[src/hdl/grdc_pkg.sv]
// grdc_pkg: shared types, constants and codes of the grid ray caster
// used by every module of the caster; depends on nothing
package grdc_pkg;

  localparam int SCREEN_COLUMNS = 512;
  localparam int MAP_SIDE_DEF   = 32;
  localparam int MAX_STEPS_DEF  = 64;

  localparam int CAM_W   = 25;
  localparam int RAY_W   = 28;
  localparam int PROD_W  = 16 + CAM_W;
  localparam int DVD_W   = 31;
  localparam int DVS_W   = 28;
  localparam int DIST_W  = 24;
  localparam int COORD_W = 11;

  localparam logic [DIST_W-1:0] DIST_MAX = '1;

  typedef enum logic {
    OP_WRITE = 1'b0,
    OP_CAST  = 1'b1
  } grdc_op_e;

  typedef enum logic [2:0] {
    REG_PLAYER_X       = 3'd0,
    REG_PLAYER_Y       = 3'd1,
    REG_VIEW_DIR_X     = 3'd2,
    REG_VIEW_DIR_Y     = 3'd3,
    REG_CAMERA_PLANE_X = 3'd4,
    REG_CAMERA_PLANE_Y = 3'd5
  } grdc_reg_e;

  typedef enum logic [3:0] {
    ST_CLEAR,
    ST_IDLE,
    ST_RAYMUL,
    ST_RAYSUM,
    ST_DXSTART,
    ST_DXWAIT,
    ST_DYSTART,
    ST_DYWAIT,
    ST_SIDE,
    ST_STEP,
    ST_CHECK,
    ST_DONE
  } grdc_state_e;

  typedef struct packed {
    logic        [15:0] player_x;
    logic        [15:0] player_y;
    logic signed [15:0] dir_x;
    logic signed [15:0] dir_y;
    logic signed [15:0] plane_x;
    logic signed [15:0] plane_y;
  } grdc_cfg_t;

  typedef struct packed {
    grdc_op_e   op;
    logic [8:0] column;
    logic [4:0] cell_x;
    logic [4:0] cell_y;
    logic [7:0] cell_value;
  } grdc_item_t;

  typedef struct packed {
    logic full;
    logic clearing;
  } grdc_status_t;

endpackage

[src/hdl/grdc_fifo.sv]
// grdc_fifo: two-entry queue of classified items between front and back
// uses grdc_pkg for the item type
module grdc_fifo (
  input  logic                 clk_i,
  input  logic                 rst_ni,
  input  logic                 push_i,
  input  grdc_pkg::grdc_item_t item_i,
  output logic                 full_o,
  input  logic                 pop_i,
  output logic                 valid_o,
  output grdc_pkg::grdc_item_t item_o
);

  grdc_pkg::grdc_item_t slot_q [2];
  logic       wr_ptr_q, rd_ptr_q;
  logic [1:0] count_q;

  assign full_o  = count_q[1];
  assign valid_o = count_q != 2'd0;
  assign item_o  = slot_q[rd_ptr_q];

  always_ff @(posedge clk_i) begin
    if (push_i) begin
      slot_q[wr_ptr_q] <= item_i;
    end
  end

  always_ff @(posedge clk_i or negedge rst_ni) begin
    if (!rst_ni) begin
      wr_ptr_q <= 1'b0;
      rd_ptr_q <= 1'b0;
      count_q  <= 2'd0;
    end else begin
      if (push_i) begin
        wr_ptr_q <= ~wr_ptr_q;
      end
      if (pop_i) begin
        rd_ptr_q <= ~rd_ptr_q;
      end
      count_q <= count_q + {1'b0, push_i} - {1'b0, pop_i};
    end
  end

endmodule

[config.mk]
export PLATFORM = sky130hd
export DESIGN_NAME = grdc_fifo
export DESIGN_NICKNAME = d
export VERILOG_FILES = /design/src/hdl/grdc_pkg.sv /design/src/hdl/grdc_fifo.sv
export SDC_FILE = /design/constraint.sdc
export NUM_CORES = 1
export LEC_CHECK = 0
export BUFFER_PORTS_ARGS = -buffer_cell sky130_fd_sc_hd__buf_2
export CAP_MARGIN = 15
export CELL_PAD_IN_SITES_DETAIL_PLACEMENT = 1
export CELL_PAD_IN_SITES_GLOBAL_PLACEMENT = 2
export CORE_ASPECT_RATIO = 1.5
export CORE_MARGIN = 2
export CORE_UTILIZATION = 34
export CTS_BUF_LIST = sky130_fd_sc_hd__clkbuf_8 sky130_fd_sc_hd__clkbuf_16
export DETAILED_ROUTE_END_ITERATION = 12
export PLACE_DENSITY = 0.84
export SETUP_SLACK_MARGIN = 0.05
export SLEW_MARGIN = 20
export SYNTH_ARGS = -nofsm -noshare
export SYNTH_HDL_FRONTEND = slang
export SYNTH_SLANG_ARGS = --single-unit
[constraint.sdc]
create_clock -name clk_i -period 2.1 [get_ports clk_i]
set_clock_uncertainty 0.2 [all_clocks]
set_input_delay 0.21 -clock clk_i [delete_from_list [all_inputs] [get_ports clk_i]]
set_output_delay 0.21 -clock clk_i [all_outputs]
set_load 0.03 [all_outputs]
==> impl_metrics.json <==
{
  "drive_above_1_share_pct": 51.6,
  "postRouteAntennaNets": 0,
  "hold_ws_ns": 0.325,
  "grtUsageMet1_pct": 12.1,
  "die_w_microns": 70.6,
  "route.vias.total": 1272,
  "clk_path_buf_depth": 2,
  "drtIter0Drc": 32,
  "yosys.area_share.adder_pct": 1.11,
  "synth_compound_area_share_pct": 0,
  "root_buffer": "clkbuf_8",
  "grt_pass1_vias": 1430,
  "wl_microns": 4220,
  "max_freq_ghz": 0.525,
  "use_met2_pct": 23.5,
  "final_common_cell": "buf_2",
  "cts_tree": "yes",
  "yosys-mux-area-fraction_pct": 15.6,
  "layout_common_cells": "buf_2, edfxtp_1, dlygate4sd3_1",
  "first_pass_iters": 4,
  "worst_slack_ns": 0.196,
  "min_period_ns": 1.90,
  "area_delta_synth_final_pct": 40.7,
  "grt_max_degree": 20,
  "finalSetupTns_ns": 0,
  "synth_xor_xnor_area_share_pct": 1.83,
  "cp.required_ns": 1.69,
  "path_cells": "buf_6 > mux2_2 > buf_2",
  "finalNonFillerCells": 289,
  "fillers": 657,
  "synthSimpleGateAreaFrac_pct": 0.830,
  "route.detailed.drc": 0,
  "place_ws_ns": 0.466,
  "crit_arrival_ns": 1.49,
  "diodes": 0,
  "dieArea_sq_um": 7330,
  "start_util_pct": 34.9,
  "outcome": "finished, final reports clean",
  "yosysWarnings": 0,
  "ff_latch_area_sq_um": 1780,
  "vdd_drop_max_mv": 0.803,
  "num_rows": 36,
  "setup_viol": 0,
  "power.density_nw_per_um2": 1320,
  "placed_cell_area_sq_um": 2680,
  "routedWlPerCell_microns": 14.6,
  "synth_top_family_by_area": "multiplexers",
  "critPathLaunchType": "flop",
  "coreArea_sq_um": 6490,
  "yosysUniqueCellTypes": 14,
  "ioPinCount": 62,
  "p_leak_nw": 1.28,
  "synth_nets": 135,
  "multi_input_area_sq_um": 440,
  "viasPerCell": 4.40,
  "crit_type": "flop to output pin",
  "fin_area_sq_um": 3180,
  "ys_seq_area_share_pct": 78.8,
  "hold_violations": 0,
  "grt_usage_pct": 12.8,
  "port_buffers": 61,
  "globalplace.congestion": 0.639,
  "grt_pass1_wl_microns": 6950,
  "synth-seq-cells": 60,
  "use_met3_pct": 3.10,
  "clk_latency_ns": 0.32,
  "avgSynthCellArea_sq_um": 22.4,
  "grt-ovfl-total": 0,
  "hpwl_microns": 2760,
  "final_max_slew_viol_count": 0,
  "h-tree-depth": 3,
  "path_max_fanout": 19,
  "busiest_layer": "met2",
  "cp_slowest_cell": "mux2_2",
  "maxCapViolCount": 0,
  "worstMarginPinSlew_ns": 0.268,
  "clkTransAtPathRegs_ns": 0.06,
  "finalNetCount": 242,
  "antenna_found_initial": 0,
  "post-route-period-util_pct": 90.7,
  "dp_cells": 241,
  "postSynthCellCount": 101,
  "rsz0062_at_grt": "false",
  "numCtsBuffers": 9,
  "cts.sinks": 60,
  "syn-cell-area_sq_um": 2260,
  "max_stage_delay_ns": 0.38,
  "hp-class": "flop to flop",
  "endpoint_kind": "output pin",
  "die_h_microns": 104,
  "max-slew-margin-rel_pct": 82.1
}
==> through the flow <==
step,power (mW),util (%)
2_1_floorplan,2.87,-
3_3_place_gp,3.21,41.2
3_5_place_dp,3.25,41.2
4_1_cts,4.25,49.0
5_1_grt,4.40,49.1
6_report,4.19,49.1
==> worst max-delay path: cells and delay by family, from the launching register on <==
kind,cells,cell delay (ns)
buf+inv,2,0.42
mux,1,0.38
flops,1,0.37
==> cells by family (layout without fill, tap and decap cells) <==
kind of cell | count (synthesis) | count (layout)
buffers and inverters | 5 | 117
AND/OR/NAND/NOR | 3 | 3
flip-flops | 60 | 60
XOR/XNOR | 3 | 3
adder cells (fa/ha/maj) | 2 | 2
multiplexers | 28 | 28
==> flip-flops by register name, summed over array words and instances (netlist names) <==
name      flops
rd_ptr_q      1
slot_q       56
wr_ptr_q      1
count_q       2
==> cell usage after synthesis <==
cell type | instances | area, sq um
xor2_1 | 2 | 17.5
mux2_2 | 18 | 203
buf_6 | 1 | 11.3
edfxtp_1 | 56 | 1680
and2_1 | 1 | 6.26
dfrtp_1 | 4 | 100
ha_1 | 2 | 25.0
xor3_1 | 1 | 23.8
or2_2 | 1 | 6.26
inv_1 | 2 | 7.51
buf_8 | 1 | 15.0
mux2_4 | 10 | 150
nor2b_1 | 1 | 6.26
buf_4 | 1 | 7.51
==> path summary, 6_finish.rpt <==
| check | endpoint | slack, ns | cells past startpoint | start |
|---|---|---|---|---|
| max | item_o[2] | 0.20 | 3 | rd_ptr_q$_DFFE_PN0P_ |
| min | wr_ptr_q$_DFFE_PN0P_ | 0.33 | 1 | wr_ptr_q$_DFFE_PN0P_ |
| max reg2reg | count_q[1]$_DFF_PN0_ | 0.71 | 5 | count_q[0]$_DFF_PN0_ |
| min reg2reg | wr_ptr_q$_DFFE_PN0P_ | 0.33 | 1 | wr_ptr_q$_DFFE_PN0P_ |
| max in group asynchronous | wr_ptr_q$_DFFE_PN0P_ | 0.94 | 3 | rst_ni |
| min in group asynchronous | rd_ptr_q$_DFFE_PN0P_ | 0.58 | 3 | rst_ni |
==> power by group <==
part,internal (mW),switching [mW]
registers,1.60,0.0784
logic,0.637,0.954
clock network,0.530,0.397
total,2.76,1.43
==> per-layer routing <==
layer,up-vias,wire (microns),share of wire (%)
met1,612,1490,35
li1,605,-,-
met4,0,113,2.7
met5,-,0,0
met3,9,175,4.1
met2,46,2440,58
==> layout make-up <==
type                            instances  area share, %
Timing Repair Buffer                   99           21.2
Tap cell                               76           2.99
Multi-Input combinational cell         36           13.8
Clock buffer                            9           3.89
Sequential cell                        60           56.0
Clock inverter                          7           1.85
Inverter                                2          0.236
==> what timing repair did <==
| item | CTS | global route |
|---|---|---|
| resized for setup | 0 | 1 |
| setup endpoints to repair | 0 | 6 |
| endpoints found under the hold margin | 63 | 0 |
| hold buffers | 32 | 0 |
| setup buffers | 0 | 0 |
(Power assumes the default switching activity.)
