===== src/hdl/grdc_pkg.sv =====
// grdc_pkg: shared types, constants and codes of the grid ray caster
// used by every module of the caster; depends on nothing
package grdc_pkg;

  localparam int SCREEN_COLUMNS = 512;
  localparam int MAP_SIDE_DEF   = 32;
  localparam int MAX_STEPS_DEF  = 64;

  localparam int CAM_W   = 25;
  localparam int RAY_W   = 28;
  localparam int PROD_W  = 16 + CAM_W;
  localparam int DVD_W   = 31;
  localparam int DVS_W   = 28;
  localparam int DIST_W  = 24;
  localparam int COORD_W = 11;

  localparam logic [DIST_W-1:0] DIST_MAX = '1;

  typedef enum logic {
    OP_WRITE = 1'b0,
    OP_CAST  = 1'b1
  } grdc_op_e;

  typedef enum logic [2:0] {
    REG_PLAYER_X       = 3'd0,
    REG_PLAYER_Y       = 3'd1,
    REG_VIEW_DIR_X     = 3'd2,
    REG_VIEW_DIR_Y     = 3'd3,
    REG_CAMERA_PLANE_X = 3'd4,
    REG_CAMERA_PLANE_Y = 3'd5
  } grdc_reg_e;

  typedef enum logic [3:0] {
    ST_CLEAR,
    ST_IDLE,
    ST_RAYMUL,
    ST_RAYSUM,
    ST_DXSTART,
    ST_DXWAIT,
    ST_DYSTART,
    ST_DYWAIT,
    ST_SIDE,
    ST_STEP,
    ST_CHECK,
    ST_DONE
  } grdc_state_e;

  typedef struct packed {
    logic        [15:0] player_x;
    logic        [15:0] player_y;
    logic signed [15:0] dir_x;
    logic signed [15:0] dir_y;
    logic signed [15:0] plane_x;
    logic signed [15:0] plane_y;
  } grdc_cfg_t;

  typedef struct packed {
    grdc_op_e   op;
    logic [8:0] column;
    logic [4:0] cell_x;
    logic [4:0] cell_y;
    logic [7:0] cell_value;
  } grdc_item_t;

  typedef struct packed {
    logic full;
    logic clearing;
  } grdc_status_t;

endpackage


===== src/hdl/grdc_front.sv =====
// grdc_front: configuration registers and input acceptance of the caster
// classifies each accepted item and pushes it to the queue; uses grdc_pkg
module grdc_front (
  input  logic                    clk_i,
  input  logic                    rst_ni,
  input  logic                    cfg_valid_i,
  output logic                    cfg_ready_o,
  input  logic [2:0]              cfg_index_i,
  input  logic [15:0]             cfg_data_i,
  input  logic                    in_valid_i,
  output logic                    in_stall_o,
  input  logic                    in_operation_i,
  input  logic [8:0]              in_column_i,
  input  logic [4:0]              in_cell_x_i,
  input  logic [4:0]              in_cell_y_i,
  input  logic [7:0]              in_cell_value_i,
  input  grdc_pkg::grdc_status_t  status_i,
  output logic                    push_o,
  output grdc_pkg::grdc_item_t    item_o,
  output grdc_pkg::grdc_cfg_t     cfg_o
);

  grdc_pkg::grdc_cfg_t cfg_q, cfg_d;

  assign cfg_ready_o = 1'b1;
  assign in_stall_o  = status_i.full | status_i.clearing;
  assign push_o      = in_valid_i & ~in_stall_o;

  always_comb begin
    item_o.op         = in_operation_i ? grdc_pkg::OP_CAST : grdc_pkg::OP_WRITE;
    item_o.column     = in_column_i;
    item_o.cell_x     = in_cell_x_i;
    item_o.cell_y     = in_cell_y_i;
    item_o.cell_value = in_cell_value_i;
  end

  always_comb begin
    cfg_d = cfg_q;
    if (cfg_valid_i) begin
      unique case (grdc_pkg::grdc_reg_e'(cfg_index_i))
        grdc_pkg::REG_PLAYER_X:       cfg_d.player_x = cfg_data_i;
        grdc_pkg::REG_PLAYER_Y:       cfg_d.player_y = cfg_data_i;
        grdc_pkg::REG_VIEW_DIR_X:     cfg_d.dir_x    = $signed(cfg_data_i);
        grdc_pkg::REG_VIEW_DIR_Y:     cfg_d.dir_y    = $signed(cfg_data_i);
        grdc_pkg::REG_CAMERA_PLANE_X: cfg_d.plane_x  = $signed(cfg_data_i);
        grdc_pkg::REG_CAMERA_PLANE_Y: cfg_d.plane_y  = $signed(cfg_data_i);
        default:                      cfg_d = cfg_q;
      endcase
    end
  end

  always_ff @(posedge clk_i or negedge rst_ni) begin
    if (!rst_ni) begin
      cfg_q.player_x <= 16'd2048;
      cfg_q.player_y <= 16'd2048;
      cfg_q.dir_x    <= 16'sd16384;
      cfg_q.dir_y    <= 16'sd0;
      cfg_q.plane_x  <= 16'sd0;
      cfg_q.plane_y  <= 16'sd10813;
    end else begin
      cfg_q <= cfg_d;
    end
  end

  assign cfg_o = cfg_q;

endmodule


===== config.mk =====
export PLATFORM = sky130hd
export DESIGN_NAME = grdc_front
export DESIGN_NICKNAME = d
export VERILOG_FILES = /design/src/hdl/grdc_pkg.sv /design/src/hdl/grdc_front.sv
export SDC_FILE = /design/constraint.sdc
export NUM_CORES = 1
export LEC_CHECK = 0
export BUFFER_PORTS_ARGS = -buffer_cell sky130_fd_sc_hd__buf_2
export CORE_MARGIN = 2
export CORE_UTILIZATION = 50
export DETAILED_ROUTE_END_ITERATION = 16
export GPL_TIMING_DRIVEN = 0
export MAX_ROUTING_LAYER = met4
export PLACE_DENSITY = 0.88
export SLEW_MARGIN = 15
export SYNTH_ARGS = -nofsm -noshare
export SYNTH_HDL_FRONTEND = slang
export SYNTH_SLANG_ARGS = --single-unit

===== constraint.sdc =====
create_clock -name clk_i -period 1.83 [get_ports clk_i]
set_input_delay 0.183 -clock clk_i [delete_from_list [all_inputs] [get_ports clk_i]]
set_output_delay 0.183 -clock clk_i [all_outputs]
set_load 0.02 [all_outputs]

==> results of run 1 <==
[cell families (layout without fill, tap and decap cells)]
family        after synthesis  count (layout)  synth area share
flops                      96              96            0.6158
buf+inv                    40             207           0.08195
simple gates                8               8           0.02583
mux                        96              96            0.2755
other cells                 1               1         0.0009557
[worst min path at each step]
stage	start	endpoint	slack [ps]	cells after the start
after floorplan	rst_ni	cfg_o[10]	-110	0
after global placement	cfg_o[95]	cfg_o[95]	470	1
after detailed placement	rst_ni	cfg_o[34]	220	1
after CTS	cfg_data_i[15]	cfg_o[95]	110	2
after global routing	cfg_data_i[10]	cfg_o[74]	120	2
final	cfg_data_i[15]	cfg_o[95]	140	2
[cell type report]
class	count	area, sq um
Multi-Input combinational cell	105	1186
Inverter	1	3.754
Timing Repair Buffer	151	785.8
Buffer	39	317.8
Tap cell	102	127.6
Clock inverter	4	95.09
Sequential cell	96	2416
Fill cell	587	2580
Clock buffer	12	135.1
[through the flow]
stage / hold slack (ps) / instance area [sq um] / util / power [W] / instances
3_3_place_gp: 465.4 / 4797 / 0.6273 / 0.004677 / 492
2_1_floorplan: -112.6 / 3924 / - / 0.004028 / 241
3_5_place_dp: 217.6 / 4827 / 0.6312 / 0.004752 / 493
6_report: 135.7 / 5067 / 0.6626 / 0.006249 / 510
4_1_cts: 110.0 / 5067 / 0.6626 / 0.006323 / 510
5_1_grt: 122.9 / 5067 / 0.6626 / 0.006556 / 510
[Yosys cell counts]
master	number
mux2_2	95
dfrtp_1	85
buf_4	29
dfstp_2	11
buf_6	8
and4bb_2	2
buf_2	2
nand4b_2	2
and4bb_1	1
conb_1	1
inv_1	1
mux2_1	1
nor2_1	1
nor4b_4	1
or2_2	1
[layer usage]
layer / global-route usage / vias to the layer above
li1: - / 1141
met2: 0.3236 / 104
met3: 0.03906 / 8
met5: - / -
met1: 0.2482 / 1252
met4: 0.06841 / 0
[what timing repair did]
action                    4_1_cts  5_1_grt
gates resized for setup         0        0
hold buffers                    1        0
hold endpoints to repair       38        0
[power groups by stage]
stage	registers [W]	logic (W)	clock network [W]
after floorplan	0.00348	0.000548	0
after global placement	0.00287	0.00181	0
after detailed placement	0.00290	0.00185	0
after CTS	0.00286	0.00186	0.00161
after global routing	0.00292	0.00195	0.00170
final	0.00286	0.00183	0.00156
==> qor.yml, run 1 <==
timing.fmax_mhz: 763.0
p_sw_frac: 0.3119
cts_root_buffer: "clkbuf_8"
seq_area_frac_synth: 0.6158
die_w_um: 92.59
critPathKind: "in -> reg"
overflow: 0
hpwl_mm: 5.984
viasPerCell: 4.912
vias: 2505
clkTransAtPathRegs_ps: 90
cp_max_fo: 10
critical_path_required_ps: 2050
cts.sinks: 96
cap_violations: 0
final_common_cell: "buf_2"
pwr-share-comb: 0.294
intPower_w: 0.004300
die_area_sq_um: 8572
drt_iter0_drc: 81
hold_class: "in -> reg"
clock_skew_ps: 0
synthCells: 241
largest_reg_flops: 96
dr_wl_met3_um: 539
critPathLaunch: "cfg_index_i[1]"
fp.dieH_um: 92.59
fin_nets: 456
drt_wl_total_mm: 8.135
critPathTopFamily: "simple AND/OR/NAND/NOR gates"
drc: 0
grt_max_degree: 53
wl_met1_mm: 3.311
post_cts_buffers: 0
drtPass1Iterations: 4
final_cell_mix: "150 x buf_2, 95 x mux2_2, 85 x dfrtp_1"
place.gp.congestion: 0.7168
critPathArrivalTime_ps: 1530
r2r_slack_ps: 1040
ir_drop_mv: 0.5968
initial_core_util: 0.5131
detail-route-antenna-nets: 0
min_period_over_period: 0.7162
grt_pass1_vias: 2480
path_cells: "buf_2, nor4b_4, buf_6, mux2_2"
r2r_cells: 1
critPathSlowestCell: "nor4b_4"
synth_top_area_frac: 0.5421
slew_viol_final: 0
path_buf_inv: 2
endpoint: "cfg_o[89]"
io_buffers: 149
htreeDepth: 3
max_stage_delay_ps: 590
rsz0062_at_grt: "false"
p_per_area_nw_per_um2: 1233
cp.depth: 4
fin_ws_ps: 519.3
clk_path_buf_depth: 2
cts_tree: "done"
placementRows: 32
tightest_slew_ps: 599.6
synth_fp_nets: 294
cts-buffers-inserted: 9
syn_to_final_growth_pct: 29.15
dpl_worst_slack_ps: 98.96
dr_wl_met2_mm: 4.202
ios: 180
start_kind: "input pin"
p_leak_nw: 2.509
grt_pass1_wl_mm: 12.53
reg2reg_from: "cfg_o[95]"
top_layer: "met4"
clk_latency_ps: 330
setup_viol: 0
synth_top_cells_by_area: "dfrtp_1 54%, mux2_2 27%, dfstp_2 7.4%"
rr_endpoint: "cfg_o[95]"
switching_power_w: 0.001949
yosys_warnings: 0
syn_area_sq_um: 3924
synth-seq-cells: 96
status: "finished clean"
maxSlewHeadroom: 0.5986
seq_power_share: 0.457
antenna_found_initial: 0
core_area_sq_um: 7647
ys_types: 15
avgSynthCellArea_sq_um: 16.28
diodes: 0
endpoint_kind: "register"
timing.final.crit_period_ps: 1311
drive_gt1_frac: 0.7696
grt_util_all_layers: 0.1976
synth_top_area_cell: "dfrtp_1"
wl_per_cell_um: 15.95
hold_viol: 0
clock_power_share: 0.250
fin_setup_tns_ps: 0
Power figures use the tool's default switching activity.
==> inputs of run 2 (changes only) <==
CORE_UTILIZATION = 42   (was 50)
PLACE_DENSITY = 0.79   (was 0.88)
clock period = 1.2 ns   (was 1.83 ns; I/O delays follow)
==> qor.yml, run 2 (synthesis gave the netlist of run 1 again) <==
hold_class: "in -> reg"
die_area_sq_um: 10130  # +18%
r2r_slack_ps: 420  # -620 ps
power.total_w: 0.009531  # +53%
reg2reg_from: "cfg_o[88]"
drt_iter0_drc: 36  # -56%
drt_wl_total_mm: 8.482  # +4.3%
status: "finished clean"
setup_viol: 0  # unchanged
path_buf_inv: 1  # -1
fin_nets: 457  # +0.22%
timing.final.crit_period_ps: 1148
clkTransAtPathRegs_ps: 90  # about the same
detail-route-antenna-nets: 0  # unchanged
cts_tree: "done"
hold_end: "cfg_o[19]"
start_kind: "register"
min_period_over_period: 0.9570
wl_per_cell_um: 16.34  # +2.5%
htreeDepth: 3  # unchanged
hpwl_mm: 6.212  # +3.8%
cap_violations: 0  # unchanged
whs_path_depth: 2  # unchanged
finalInstanceArea_sq_um: 5145  # +1.5%
finalHoldWorstSlack_ps: 69.20  # -66.53 ps
drive_gt1_frac: 0.7770  # +0.007353
critPathArrivalTime_ps: 1030  # -500 ps
grt_max_degree: 54  # +1.9%
p_leak_nw: 2.546  # +1.5%
path_cells: "buf_4"
final_core_util: 0.5621  # -0.1005
tightest_slew_ps: 576.7  # -22.88 ps
clk_latency_ps: 340  # about the same
grt_pass1_vias: 2484  # +0.16%
final_common_cell: "buf_2"
clk_path_buf_depth: 2  # unchanged
dpl_worst_slack_ps: -478.0  # -577.0 ps
hold_viol: 0  # unchanged
antenna_found_initial: 0  # unchanged
critPathKind: "reg -> out"
rr_endpoint: "cfg_o[88]"
maxSlewHeadroom: 0.6155  # +0.01694
grt_pass1_wl_mm: 13.30  # +6.1%
syn_to_final_growth_pct: 31.12
drc: 0  # unchanged
diodes: 0  # unchanged
placement.cell_area_sq_um: 4880  # +1.1%
core_area_sq_um: 9153  # +20%
cp.depth: 1  # -3
cts_root_buffer: "clkbuf_8"
slew_viol_final: 0  # unchanged
timing.fmax_mhz: 870.8
place.gp.congestion: 0.7485  # +4.4%
ios: 180  # unchanged
overflow: 0  # unchanged
placementRows: 35  # +9.4%
clock_skew_ps: 0  # unchanged
endpoint_kind: "primary output"
ir_drop_mv: 1.002  # +68%
final_cell_mix: "140 x buf_2, 86 x mux2_2, 85 x dfrtp_1"
largest_reg_flops: 96  # unchanged
drtPass1Iterations: 4  # unchanged
p_per_area_nw_per_um2: 1852  # +50%
max_stage_delay_ps: 550  # -40 ps
fin_ws_ps: 51.57  # -467.8 ps
grt_util_all_layers: 0.1787  # -0.01889
r2r_cells: 1  # unchanged
viasPerCell: 4.748  # -3.3%
die_w_um: 100.7  # +8.7%
initial_core_util: 0.4287  # -0.08438
cts.sinks: 96  # unchanged
fp.dieH_um: 100.7  # +8.7%
vias: 2464  # -1.6%
cts-buffers-inserted: 9  # unchanged
critPathSlowestCell: "dfstp_2"
holdCritStartpoint: "cfg_data_i[3]"
cp_max_fo: 2  # -8
io_buffers: 149  # unchanged
critPathTopFamily: "flip-flops"
critical_path_required_ps: 1080  # -970 ps
-- run 2: changes by cell type in the layout (fill, tap and decap cells not counted), sizes merged --
cell / change
clkbuf: -2
clkinv: +1
bufinv: -1
clkinvlp: +1
buf: +1
-- run 2: metrics by stage --
step	setup TNS [ps]	instances
after floorplan	-1028	241
after global placement	-86770	501
after detailed placement	-15460	502
after CTS	0	519
after global routing	-4.974	519
final	0	519
-- run 2: cell type report --
| class | instances | area [sq um] |
|---|---|---|
| Buffer | 39 | 325.3 |
| Clock buffer | 10 | 137.6 |
| Clock inverter | 5 | 81.33 |
| Fill cell | 735 | 4008 |
| Inverter | 1 | 3.754 |
| Multi-Input combinational cell | 105 | 1220 |
| Sequential cell | 96 | 2416 |
| Tap cell | 111 | 138.9 |
| Timing Repair Buffer | 152 | 822.0 |
-- run 2: per-layer routing --
| layer | vias up | share of wire | global-route usage | wire length, um |
|---|---|---|---|---|
| li1 | 1132 | - | - | - |
| met1 | 1206 | 0.42 | 0.2296 | 3603 |
| met2 | 122 | 0.48 | 0.2774 | 4112 |
| met3 | 4 | 0.087 | 0.05617 | 739 |
| met4 | 0 | 0.0031 | 0.04426 | 26 |
| met5 | - | 0 | - | 0 |
-- run 2: how the worst max path moves through the flow --
stage,start,endpoint,slack (ps)
CTS,cfg_o[5],cfg_o[5],7
floorplan,cfg_index_i[0],cfg_o[86],-100
global route,cfg_o[2],cfg_o[2],-5
finish,cfg_o[62],cfg_o[62],50
detailed placement,cfg_index_i[1],cfg_o[88],-480
global placement,rst_ni,cfg_o[42],-820
-- run 2: repair_timing --
| item | 4_1_cts | 5_1_grt |
|---|---|---|
| setup buffers | 1 | 0 |
| hold buffers | 1 | 0 |
| endpoints found under the hold margin | 38 | 0 |
| setup endpoints to repair | 11 | 10 |
| resized for setup | 1 | 11 |
| pin swaps | 1 | 0 |
-- run 2: report_power, final --
part / leakage [nW] / switching, W / internal [W] / total [W]
Clock: 0.108 / 0.00105 / 0.00122 / 0.00227
Sequential: 1.14 / 0.000364 / 0.00400 / 0.00437
Combinational: 1.30 / 0.00164 / 0.00125 / 0.00289
Total: 2.55 / 0.00305 / 0.00648 / 0.00953
